==> src/rtl/fndp_pkg.sv <==
// Shared constants for the fractional-N divider planner.
// Field widths, reset values and default parameter values; no dependencies.
package fndp_pkg;

   localparam int FREQ_W  = 23;
   localparam int PFD_W   = 17;
   localparam int INT_W   = 16;
   localparam int FRAC_W  = 12;
   localparam int EXP_W   = 3;

   // The divider remainder must hold twice the largest comparison frequency.
   localparam int REM_W   = PFD_W + 1;

   localparam int FRAC_MODULUS_DEF = 4000;
   localparam int MAX_DIV_EXP_DEF  = 7;

   localparam int VCO_FLOOR_KHZ = 3000000;
   localparam int INT_DIV_MAX   = 65535;

   localparam logic [PFD_W-1:0] PFD_RESET = PFD_W'(25000);

endpackage

==> src/rtl/frac_n_divider_planner_top.sv <==
// Fractional-N divider planner: frequency in kHz to exponent, integer and fraction.
// Uses fndp_pkg and fndp_div_chain.
// A new request is accepted only in the idle state, so no new item is taken until
// the result of the last one has been loaded into the output registers.
// Both divisions run through the same row of cells, the second entering part way.
// Synchronous reset clears the control state and sets pfd_ff to 25000 kHz.
module frac_n_divider_planner_top #(
   parameter int FRAC_MODULUS = fndp_pkg::FRAC_MODULUS_DEF,
   parameter int MAX_DIV_EXP  = fndp_pkg::MAX_DIV_EXP_DEF
) (
   input  logic                        clock,
   input  logic                        reset,
   input  logic                        csr_wr_en,
   input  logic [fndp_pkg::PFD_W-1:0]  csr_wr_data,
   input  logic                        req_valid,
   output logic                        req_stall,
   input  logic [fndp_pkg::FREQ_W-1:0] req_freq_khz,
   output logic                        rsp_valid,
   input  logic                        rsp_stall,
   output logic [fndp_pkg::INT_W-1:0]  rsp_int_div,
   output logic [fndp_pkg::FRAC_W-1:0] rsp_frac_num,
   output logic [fndp_pkg::EXP_W-1:0]  rsp_div_exp,
   output logic                        rsp_out_of_range
);
   import fndp_pkg::*;

   localparam int VCO_W  = FREQ_W + MAX_DIV_EXP;
   localparam int NS_W   = VCO_W + 1;
   localparam int MUL_W  = PFD_W + FRAC_W + 1;
   localparam int DIV2_W = MUL_W + 1;
   localparam int ENTRY  = VCO_W - FRAC_W;

   localparam logic [FRAC_W:0]   TWO_M   = (FRAC_W + 1)'(2 * FRAC_MODULUS);
   localparam logic [FRAC_W-1:0] MODULUS = FRAC_W'(FRAC_MODULUS);

   localparam logic [2:0] ST_IDLE  = 3'd0;
   localparam logic [2:0] ST_EXP   = 3'd1;
   localparam logic [2:0] ST_RUN1  = 3'd2;
   localparam logic [2:0] ST_MUL   = 3'd3;
   localparam logic [2:0] ST_LOAD2 = 3'd4;
   localparam logic [2:0] ST_RUN2  = 3'd5;
   localparam logic [2:0] ST_FIN   = 3'd6;

   logic [2:0]        state_ff, state_in;
   logic [PFD_W-1:0]  pfd_ff;
   logic [FREQ_W-1:0] freq_ff;
   logic [EXP_W-1:0]  exp_ff;
   logic              exp_flag_ff;
   logic [REM_W-1:0]  dvs_ff;
   logic [VCO_W-1:0]  n_ff;
   logic [REM_W-1:0]  rem_ff;
   logic [MUL_W-1:0]  prod_ff;
   logic [FRAC_W-1:0] fr_ff;

   logic              rsp_valid_ff;
   logic [INT_W-1:0]  int_ff;
   logic [FRAC_W-1:0] frac_ff;
   logic [EXP_W-1:0]  dexp_ff;
   logic              oor_ff;

   logic [EXP_W-1:0]  exp_sel;
   logic              found;
   logic [VCO_W-1:0]  vco;
   logic [DIV2_W-1:0] dividend2;
   logic              tail_valid;
   logic [REM_W-1:0]  tail_rem;
   logic [VCO_W-1:0]  tail_quo;
   logic              carry;
   logic [NS_W-1:0]   n_sum;
   logic              sat;
   logic              load_out;
   logic              accept;

   assign accept    = req_valid && !req_stall;
   assign req_stall = reset || (state_ff != ST_IDLE);
   assign load_out  = (state_ff == ST_FIN) && (!rsp_valid_ff || !rsp_stall);

   always_comb begin
      logic [VCO_W-1:0] shifted;
      exp_sel = EXP_W'(MAX_DIV_EXP);
      found   = 1'b0;
      for (int i = MAX_DIV_EXP; i >= 0; i--) begin
         shifted = VCO_W'(freq_ff) << i;
         if (shifted >= VCO_W'(VCO_FLOOR_KHZ)) begin
            exp_sel = EXP_W'(i);
            found   = 1'b1;
         end
      end
      vco = VCO_W'(freq_ff) << exp_sel;
   end

   assign dividend2 = DIV2_W'(prod_ff) + DIV2_W'(pfd_ff);

   fndp_div_chain #(
      .QUO_W(VCO_W),
      .ENTRY(ENTRY)
   ) u_chain (
      .clock     (clock),
      .reset     (reset),
      .dvs       (dvs_ff),
      .head_valid(state_ff == ST_EXP),
      .head_rem  ('0),
      .head_quo  (vco),
      .mid_valid (state_ff == ST_LOAD2),
      .mid_rem   (dividend2[FRAC_W +: REM_W]),
      .mid_quo   ({dividend2[FRAC_W-1:0], {ENTRY{1'b0}}}),
      .tail_valid(tail_valid),
      .tail_rem  (tail_rem),
      .tail_quo  (tail_quo)
   );

   always_comb begin
      carry = (fr_ff >= MODULUS);
      n_sum = NS_W'(n_ff) + NS_W'(carry);
      sat   = (pfd_ff == '0) || (n_sum > NS_W'(INT_DIV_MAX));
   end

   always_comb begin
      state_in = state_ff;
      case (state_ff)
         ST_IDLE: begin
            if (accept) begin
               state_in = ST_EXP;
            end
         end
         ST_EXP: begin
            state_in = ST_RUN1;
         end
         ST_RUN1: begin
            if (tail_valid) begin
               state_in = ST_MUL;
            end
         end
         ST_MUL: begin
            state_in = ST_LOAD2;
         end
         ST_LOAD2: begin
            state_in = ST_RUN2;
         end
         ST_RUN2: begin
            if (tail_valid) begin
               state_in = ST_FIN;
            end
         end
         ST_FIN: begin
            if (load_out) begin
               state_in = ST_IDLE;
            end
         end
         default: begin
            state_in = ST_IDLE;
         end
      endcase
   end

   always_ff @(posedge clock) begin
      if (reset) begin
         state_ff     <= ST_IDLE;
         pfd_ff       <= PFD_RESET;
         rsp_valid_ff <= 1'b0;
      end else begin
         state_ff <= state_in;
         if (csr_wr_en) begin
            pfd_ff <= csr_wr_data;
         end
         if (load_out) begin
            rsp_valid_ff <= 1'b1;
         end else if (!rsp_stall) begin
            rsp_valid_ff <= 1'b0;
         end
      end
   end

   always_ff @(posedge clock) begin
      if (accept) begin
         freq_ff <= req_freq_khz;
         dvs_ff  <= {1'b0, pfd_ff};
      end
      if (state_ff == ST_EXP) begin
         exp_ff      <= exp_sel;
         exp_flag_ff <= !found;
      end
      if (state_ff == ST_RUN1 && tail_valid) begin
         n_ff   <= tail_quo;
         rem_ff <= tail_rem;
      end
      if (state_ff == ST_MUL) begin
         prod_ff <= MUL_W'(rem_ff[PFD_W-1:0]) * MUL_W'(TWO_M);
         dvs_ff  <= {pfd_ff, 1'b0};
      end
      if (state_ff == ST_RUN2 && tail_valid) begin
         fr_ff <= tail_quo[FRAC_W-1:0];
      end
      if (load_out) begin
         int_ff  <= sat ? INT_W'(INT_DIV_MAX) : n_sum[INT_W-1:0];
         frac_ff <= (sat || carry) ? '0 : fr_ff;
         dexp_ff <= exp_ff;
         oor_ff  <= exp_flag_ff || sat;
      end
   end

   assign rsp_valid        = rsp_valid_ff;
   assign rsp_int_div      = int_ff;
   assign rsp_frac_num     = frac_ff;
   assign rsp_div_exp      = dexp_ff;
   assign rsp_out_of_range = oor_ff;

endmodule

==> src/rtl/fndp_div_cell.sv <==
// One restoring division step with registered remainder and quotient.
// Uses fndp_pkg for the remainder width.
module fndp_div_cell #(
   parameter int QUO_W = 30
) (
   input  logic                       clock,
   input  logic                       reset,
   input  logic                       in_valid,
   input  logic [fndp_pkg::REM_W-1:0] in_rem,
   input  logic [QUO_W-1:0]           in_quo,
   input  logic [fndp_pkg::REM_W-1:0] dvs,
   output logic                       out_valid,
   output logic [fndp_pkg::REM_W-1:0] out_rem,
   output logic [QUO_W-1:0]           out_quo
);
   import fndp_pkg::*;

   logic             valid_ff;
   logic [REM_W-1:0] rem_ff, rem_in;
   logic [QUO_W-1:0] quo_ff, quo_in;
   logic [REM_W:0]   shifted;
   logic [REM_W:0]   diff;
   logic             ge;

   always_comb begin
      shifted = {in_rem, in_quo[QUO_W-1]};
      diff    = shifted - {1'b0, dvs};
      ge      = (shifted >= {1'b0, dvs});
      rem_in  = ge ? diff[REM_W-1:0] : shifted[REM_W-1:0];
      quo_in  = {in_quo[QUO_W-2:0], ge};
   end

   always_ff @(posedge clock) begin
      if (reset) begin
         valid_ff <= 1'b0;
      end else begin
         valid_ff <= in_valid;
      end
   end

   always_ff @(posedge clock) begin
      rem_ff <= rem_in;
      quo_ff <= quo_in;
   end

   assign out_valid = valid_ff;
   assign out_rem   = rem_ff;
   assign out_quo   = quo_ff;

endmodule

==> src/rtl/fndp_div_chain.sv <==
// Row of division cells, one quotient bit per cell, with a second entry point.
// Uses fndp_pkg and fndp_div_cell.
module fndp_div_chain #(
   parameter int QUO_W = 30,
   parameter int ENTRY = 18
) (
   input  logic                       clock,
   input  logic                       reset,
   input  logic [fndp_pkg::REM_W-1:0] dvs,
   input  logic                       head_valid,
   input  logic [fndp_pkg::REM_W-1:0] head_rem,
   input  logic [QUO_W-1:0]           head_quo,
   input  logic                       mid_valid,
   input  logic [fndp_pkg::REM_W-1:0] mid_rem,
   input  logic [QUO_W-1:0]           mid_quo,
   output logic                       tail_valid,
   output logic [fndp_pkg::REM_W-1:0] tail_rem,
   output logic [QUO_W-1:0]           tail_quo
);
   import fndp_pkg::*;

   logic             link_valid [0:QUO_W];
   logic [REM_W-1:0] link_rem   [0:QUO_W];
   logic [QUO_W-1:0] link_quo   [0:QUO_W];

   assign link_valid[0] = head_valid;
   assign link_rem[0]   = head_rem;
   assign link_quo[0]   = head_quo;

   for (genvar k = 0; k < QUO_W; k++) begin : g_cell
      logic             c_valid;
      logic [REM_W-1:0] c_rem;
      logic [QUO_W-1:0] c_quo;

      if (k == ENTRY) begin : g_entry
         // A short division joins the row here, skipping the leading zero bits.
         assign c_valid = link_valid[k] | mid_valid;
         assign c_rem   = mid_valid ? mid_rem : link_rem[k];
         assign c_quo   = mid_valid ? mid_quo : link_quo[k];
      end else begin : g_plain
         assign c_valid = link_valid[k];
         assign c_rem   = link_rem[k];
         assign c_quo   = link_quo[k];
      end

      fndp_div_cell #(
         .QUO_W(QUO_W)
      ) u_cell (
         .clock    (clock),
         .reset    (reset),
         .in_valid (c_valid),
         .in_rem   (c_rem),
         .in_quo   (c_quo),
         .dvs      (dvs),
         .out_valid(link_valid[k+1]),
         .out_rem  (link_rem[k+1]),
         .out_quo  (link_quo[k+1])
      );
   end

   assign tail_valid = link_valid[QUO_W];
   assign tail_rem   = link_rem[QUO_W];
   assign tail_quo   = link_quo[QUO_W];

endmodule

==> config.mk <==
export PLATFORM = sky130hd
export DESIGN_NAME = frac_n_divider_planner_top
export DESIGN_NICKNAME = d
export VERILOG_FILES = /design/src/rtl/fndp_pkg.sv /design/src/rtl/frac_n_divider_planner_top.sv /design/src/rtl/fndp_div_cell.sv /design/src/rtl/fndp_div_chain.sv
export SDC_FILE = /design/constraint.sdc
export NUM_CORES = 2
export LEC_CHECK = 0
export BUFFER_PORTS_ARGS = -buffer_cell sky130_fd_sc_hd__buf_4
export CORE_ASPECT_RATIO = 1.5
export CORE_UTILIZATION = 35
export DETAILED_ROUTE_END_ITERATION = 6
export PLACE_DENSITY_LB_ADDON = 0.15
export SETUP_SLACK_MARGIN = 0.05
export SYNTH_ARGS = -nofsm -noshare
export SYNTH_HDL_FRONTEND = slang
export SYNTH_HIERARCHICAL = 1
export SYNTH_SLANG_ARGS = --single-unit
==> constraint.sdc <==
create_clock -name clock -period 18.1 [get_ports clock]
set_input_delay 0.905 -clock clock [delete_from_list [all_inputs] [get_ports clock]]
set_output_delay 0.905 -clock clock [all_outputs]
set_load 0.02 [all_outputs]
# After elaboration in Yosys (flattened, before gate mapping)
# Cells that the tools add are included.
dict set report op_classes {
  n_bitwise 1
  shifts 1
  multipliers 1
  muxes 56
  add_sub_neg 32
  n_eq_ne 11
  magnitude_cmp 40
  reduce_logical 18
}
# cell n
set op_table {}
lappend op_table {{18-bit two-way mux} 31}
lappend op_table {{19-bit by 18-bit >= comparator with 1-bit output} 29}
lappend op_table {{18-bit subtractor} 28}
lappend op_table {{30-bit by 1-bit adder with 31-bit output} 1}
lappend op_table {{31-bit by 16-bit greater-than comparator with 1-bit output (second input constant)} 1}
lappend op_table {{30-bit by 17-bit adder with 30-bit output} 1}
lappend op_table {{30-bit by 22-bit >= comparator with 1-bit output (second input constant)} 1}
lappend op_table {{30-bit two-way mux} 1}
lappend op_table {{23-bit by 3-bit << shifter with 30-bit output} 1}
lappend op_table {{29-bit by 22-bit >= comparator with 1-bit output (second input constant)} 1}
lappend op_table {{28-bit by 22-bit >= comparator with 1-bit output (second input constant)} 1}
lappend op_table {{27-bit by 22-bit >= comparator with 1-bit output (second input constant)} 1}
lappend op_table {{26-bit by 22-bit >= comparator with 1-bit output (second input constant)} 1}
lappend op_table {{25-bit by 22-bit >= comparator with 1-bit output (second input constant)} 1}
lappend op_table {{24-bit by 22-bit >= comparator with 1-bit output (second input constant)} 1}
lappend op_table {{17-bit by 7-bit multiplier with 24-bit output (second input constant)} 1}
lappend op_table {{3-bit two-way mux} 8}
lappend op_table {{23-bit by 22-bit >= comparator with 1-bit output (second input constant)} 1}
lappend op_table {{3-bit case mux with 7 select lines} 1}
lappend op_table {{1-bit by 18-bit >= comparator with 1-bit output} 1}
lappend op_table {{1-bit by 18-bit subtractor with 18-bit output} 1}
lappend op_table {{17-bit logical NOT} 1}
lappend op_table {{17-bit two-way mux} 1}
lappend op_table {{17-bit subtractor} 1}
lappend op_table {{other kinds (16)} 44}
dict set report totals {
  input_bits 45
  register_bits 1650
  out_inout_bits 34
}

# Logic depth before layout (Yosys ltp)
dict set report depth {
  word_depth 11
  depth_mapped 22
  depth_no_buf 19
}

# Modules after synthesis
# Netlist, hierarchy kept.
# mod instances cells_per_inst area_each_um2
set by_module_without_submodules {}
lappend by_module_without_submodules {{fndp_div_cell (u_chain.g_cell[16].u_cell ...)} 18 231 2348.5}
lappend by_module_without_submodules {{fndp_div_cell (u_chain.g_cell[0].u_cell ...)} 12 237 2318.5}
lappend by_module_without_submodules {frac_n_divider_planner_top 1 985 11315.9}
lappend by_module_without_submodules {fndp_div_chain 1 54 625.6}

# Worst setup path after synthesis
# OpenSTA, ideal clock, no wires.
dict set report synth_path {
  kind {register to register}
  from {register state_ff[1]}
  to {register n_ff[0], enable pin}
  arrival_time_ps 5568
  path_slack_ps 11944
  n_path_buf 1
  setup_ps 588
  stages_incl_launch_ff 4
  required_time_ps 17512
  path_cell_list {dfxtp_1 -> clkbuf_1 -> inv_1 -> nor4b_1}
}
dict set report synth_via {
  elab_chain_cells 2
}
# item line_no
set synth_lines {}
lappend synth_lines {{start, declared} frac_n_divider_planner_top.sv:44} ;# logic [2:0] state_ff, state_in;
lappend synth_lines {{start signal, assigned} frac_n_divider_planner_top.sv:162} ;# state_ff <= state_in;
lappend synth_lines {{3-bit by 2-bit equality test with 1-bit output} frac_n_divider_planner_top.sv:183} ;# if (state_ff == ST_RUN1 && tail_valid) begin
lappend synth_lines {{1-bit logical AND} frac_n_divider_planner_top.sv:183}
lappend synth_lines {{end signal, assigned} frac_n_divider_planner_top.sv:184} ;# n_ff <= tail_quo;
lappend synth_lines {{end, declared} frac_n_divider_planner_top.sv:50} ;# logic [VCO_W-1:0] n_ff;
# No other way between the ends.
# A chain may end at the register's enable or synchronous reset.

# Final worst setup path
dict set report layout_path {
  from {register prod_ff[6]}
  to {register u_chain.g_cell[18].u_cell.rem_ff[15]}
}
dict set report layout_via {
  elab_chain_cells 4
  elab_cells_between_ends 6
  cone_classes {add/sub (2); order compare (1); mux (3)}
}
# item line_no
set layout_lines {}
lappend layout_lines {{start, declared} frac_n_divider_planner_top.sv:52} ;# logic [MUL_W-1:0] prod_ff;
lappend layout_lines {{start signal, assigned} frac_n_divider_planner_top.sv:188} ;# prod_ff <= MUL_W'(rem_ff[PFD_W-1:0]) * MUL_W'(TWO_M);
lappend layout_lines {{30-bit by 17-bit adder with 30-bit output (*)} frac_n_divider_planner_top.sv:92} ;# assign dividend2 = DIV2_W'(prod_ff) + DIV2_W'(pfd_ff);
lappend layout_lines {{named net dividend2[24]} frac_n_divider_planner_top.sv:64} ;# logic [DIV2_W-1:0] dividend2;
lappend layout_lines {{18-bit two-way mux (*)} fndp_div_chain.sv:38} ;# assign c_rem = mid_valid ? mid_rem : link_rem[k];
lappend layout_lines {{named net u_chain.g_cell[18].c_rem[12]} fndp_div_chain.sv:32} ;# logic [REM_W-1:0] c_rem;
lappend layout_lines {{18-bit subtractor / 19-bit by 18-bit >= comparator with 1-bit output (equally long branches)} {fndp_div_cell.sv:27, fndp_div_cell.sv:28}}
lappend layout_lines {{18-bit two-way mux (*)} fndp_div_cell.sv:29} ;# rem_in = ge ? diff[REM_W-1:0] : shifted[REM_W-1:0];
lappend layout_lines {{named net u_chain.g_cell[18].u_cell.rem_in[15]} fndp_div_cell.sv:19} ;# logic [REM_W-1:0] rem_ff, rem_in;
lappend layout_lines {{end signal, assigned} fndp_div_cell.sv:42} ;# rem_ff <= rem_in;
lappend layout_lines {{end, declared} fndp_div_cell.sv:19}
# Mark *: on every way through the listed nets, which the timed path passes. The rest lies on a longest branch.

==> metrics.txt <==
status=finished with violations; drt wl/cell=19.0 um; initial detailed-routing violation count=2731; num rows=217; failing checks=DRC; Critical Path Start Type=register; Pwr Total=18.4 mW; worst hold path type=primary input to register; hold path depth=1; Hold WS=0.249 ns; CTS sink count=1650; layout cell share with drive strength beyond 1=14.3%; routability cong.=0.871; Initial Util=35.2%; total gr overflow=0; fin nets=8870; Final setup viols=0; # IOs=79; critical path peak fanout=19; PwrDens=202 nW/um^2; CP Class=register to register; RSZ-0062 raised after global routing=no; hpwl dp=158000 um; global-route wire length before repair=333000 um; largest net degree at the start of global routing=50; clock buffer depth=4; vias=57400; reg2reg path depth=18; crit path time final=5.89 ns; FMAX=170 MHz; CTS tree=yes; Clock transition at path regs=0.07 ns; Synth Warn #=6; crit path DAT=6.58 ns; post-CTS sizing=0; Worst Tran Pin Value=1.06 ns; Clock Latency Late Sink=0.84 ns; Fin Clk Skew=0.0873 ns; count of input and output buffers=78; Die Span X=397 um; # Post-CTS Setup Buffers=0; CTS Buf Count=178; vias in the first global route=58500; filler instances=22800; peak supply drop=0.0000748 V; GRT Total Usage=17.9%; 1st-pass router iterations=7; Layout Area Growth over Synthesis=10.8%; Tcrit/Tclk final=32.6%; core footprint=233000 um^2; initial antenna violation count=9; fin. max-slew vios=0; DRC=10; hold_buf cts=0; CP Capture Type=register; die height=595 um; Post-Syn Area=81900 um^2; Mapped Cells=8029; Final Hold Viols=0; Detail Route Antenna Nets=0; vias per inst=5.06; CTS root buffer=clkbuf_16; Clock H-tree levels=4; max cap viols=0; Pleak=39.0 nW; setup TNS=0 ns; Required @ worst endpoint=18.78 ns; Routed WL=215000 um; syn_area_per_cell=10.2 um^2; Slew headroom=29.0%; Die Area=236000 um^2
-- cell usage in the layout (no fill, tap or decap), drive strengths merged, types with 42 or more instances in the layout --
cell type,n
and3,73
fa,89
nand2b,54
clkbuf,224
a211oi,111
xor2,141
o211ai,46
edfxtp,159
xnor2,241
buf,109
nor3,215
a31oi,131
nor2b,105
o21a,75
ha,608
nand4,108
dfxtp,1491
o211a,55
mux2,469
mux2i,108
o21ai,336
nor2,427
a311oi,56
a21oi,415
nand2,487
nand3,214
clkinv,42
a21o,193
inv,812
conb,62
-- through the flow --
stage,instance area (um^2),setup slack (ns),utilization (%),instances
floorplan,82200,11.94,-,8090
global placement,84700,12.33,36.3,11000
detailed placement,84700,12.40,36.3,11000
CTS,90700,12.30,39.0,11300
global route,90800,11.98,39.0,11300
finish,90800,12.21,39.0,11300
-- layer usage --
layer	track usage (%)	share of wire [%]
met1	19.5	40
met2	33.9	53
met3	2.05	3.0
met4	8.50	4.7
met5	0	0.0042
-- layout make-up --
type,count,area [um^2],share of cell area [%]
Clock inverter,94,1140,1.26
Antenna cell,17,42.5,0.0469
Multi-Input combinational cell,5401,42400,46.7
Timing Repair Buffer,109,818,0.901
Clock buffer,224,4930,5.44
Inverter,788,2960,3.26
Sequential cell,1650,34600,38.1
Tap cell,3066,3840,4.23
-- where the power goes --
part / switching, mW / internal [mW]
clock network: 1.53 / 2.21
registers: 0.701 / 5.04
logic: 4.81 / 4.07
-- registers in the layout (all words and copies together) (netlist names) --
| register | cells |
|---|---|
| rsp_frac_num | 12 |
| pfd_ff | 17 |
| u_chain/g_cell.u_cell/out_valid | 30 |
| rsp_out_of_range | 1 |
| exp_flag_ff | 1 |
| u_chain/g_cell.u_cell/out_rem | 539 |
| freq_ff | 23 |
| prod_ff | 24 |
| u_chain/g_cell.u_cell/out_quo | 900 |
| rsp_div_exp | 3 |
| rsp_int_div | 16 |
| rsp_valid | 1 |
| rem_ff | 17 |
| fr_ff | 12 |
| n_ff | 30 |
| exp_ff | 3 |
| state_ff | 3 |
| dvs_ff | 18 |
-- worst max-delay path, stage by stage (launching register included) --
cell and delay, ns:
edfxtp_1 0.38, ha_1 0.20, inv_1 0.07, fa_1 0.21
nor2b_1 0.06, o21ai_0 0.24, a21boi_0 0.20, o211ai_1 0.26
a21oi_1 0.13, o31ai_1 0.78, a211oi_1 0.20, xor2_1 0.21
mux2_2 0.30, ha_1 0.45, and4_1 0.41, nand4_4 0.15
o41a_1 0.46, o211a_1 0.55, mux2_4 0.47
-- path summary, 6_finish.rpt --
kind | startpoint | to | slack (ns)
worst max-delay path | prod_ff[6] | u_chain/g_cell[18].u_cell/out_rem[15] | 12.21
worst min-delay path | req_freq_khz[18] | freq_ff[18] | 0.25
worst max register to register | prod_ff[6] | u_chain/g_cell[18].u_cell/out_rem[15] | 12.21
worst min register to register | u_chain/g_cell[28].u_cell/out_quo[25] | u_chain/g_cell[29].u_cell/out_quo[26] | 0.28
No activity file was read; power rests on OpenSTA's default activity.
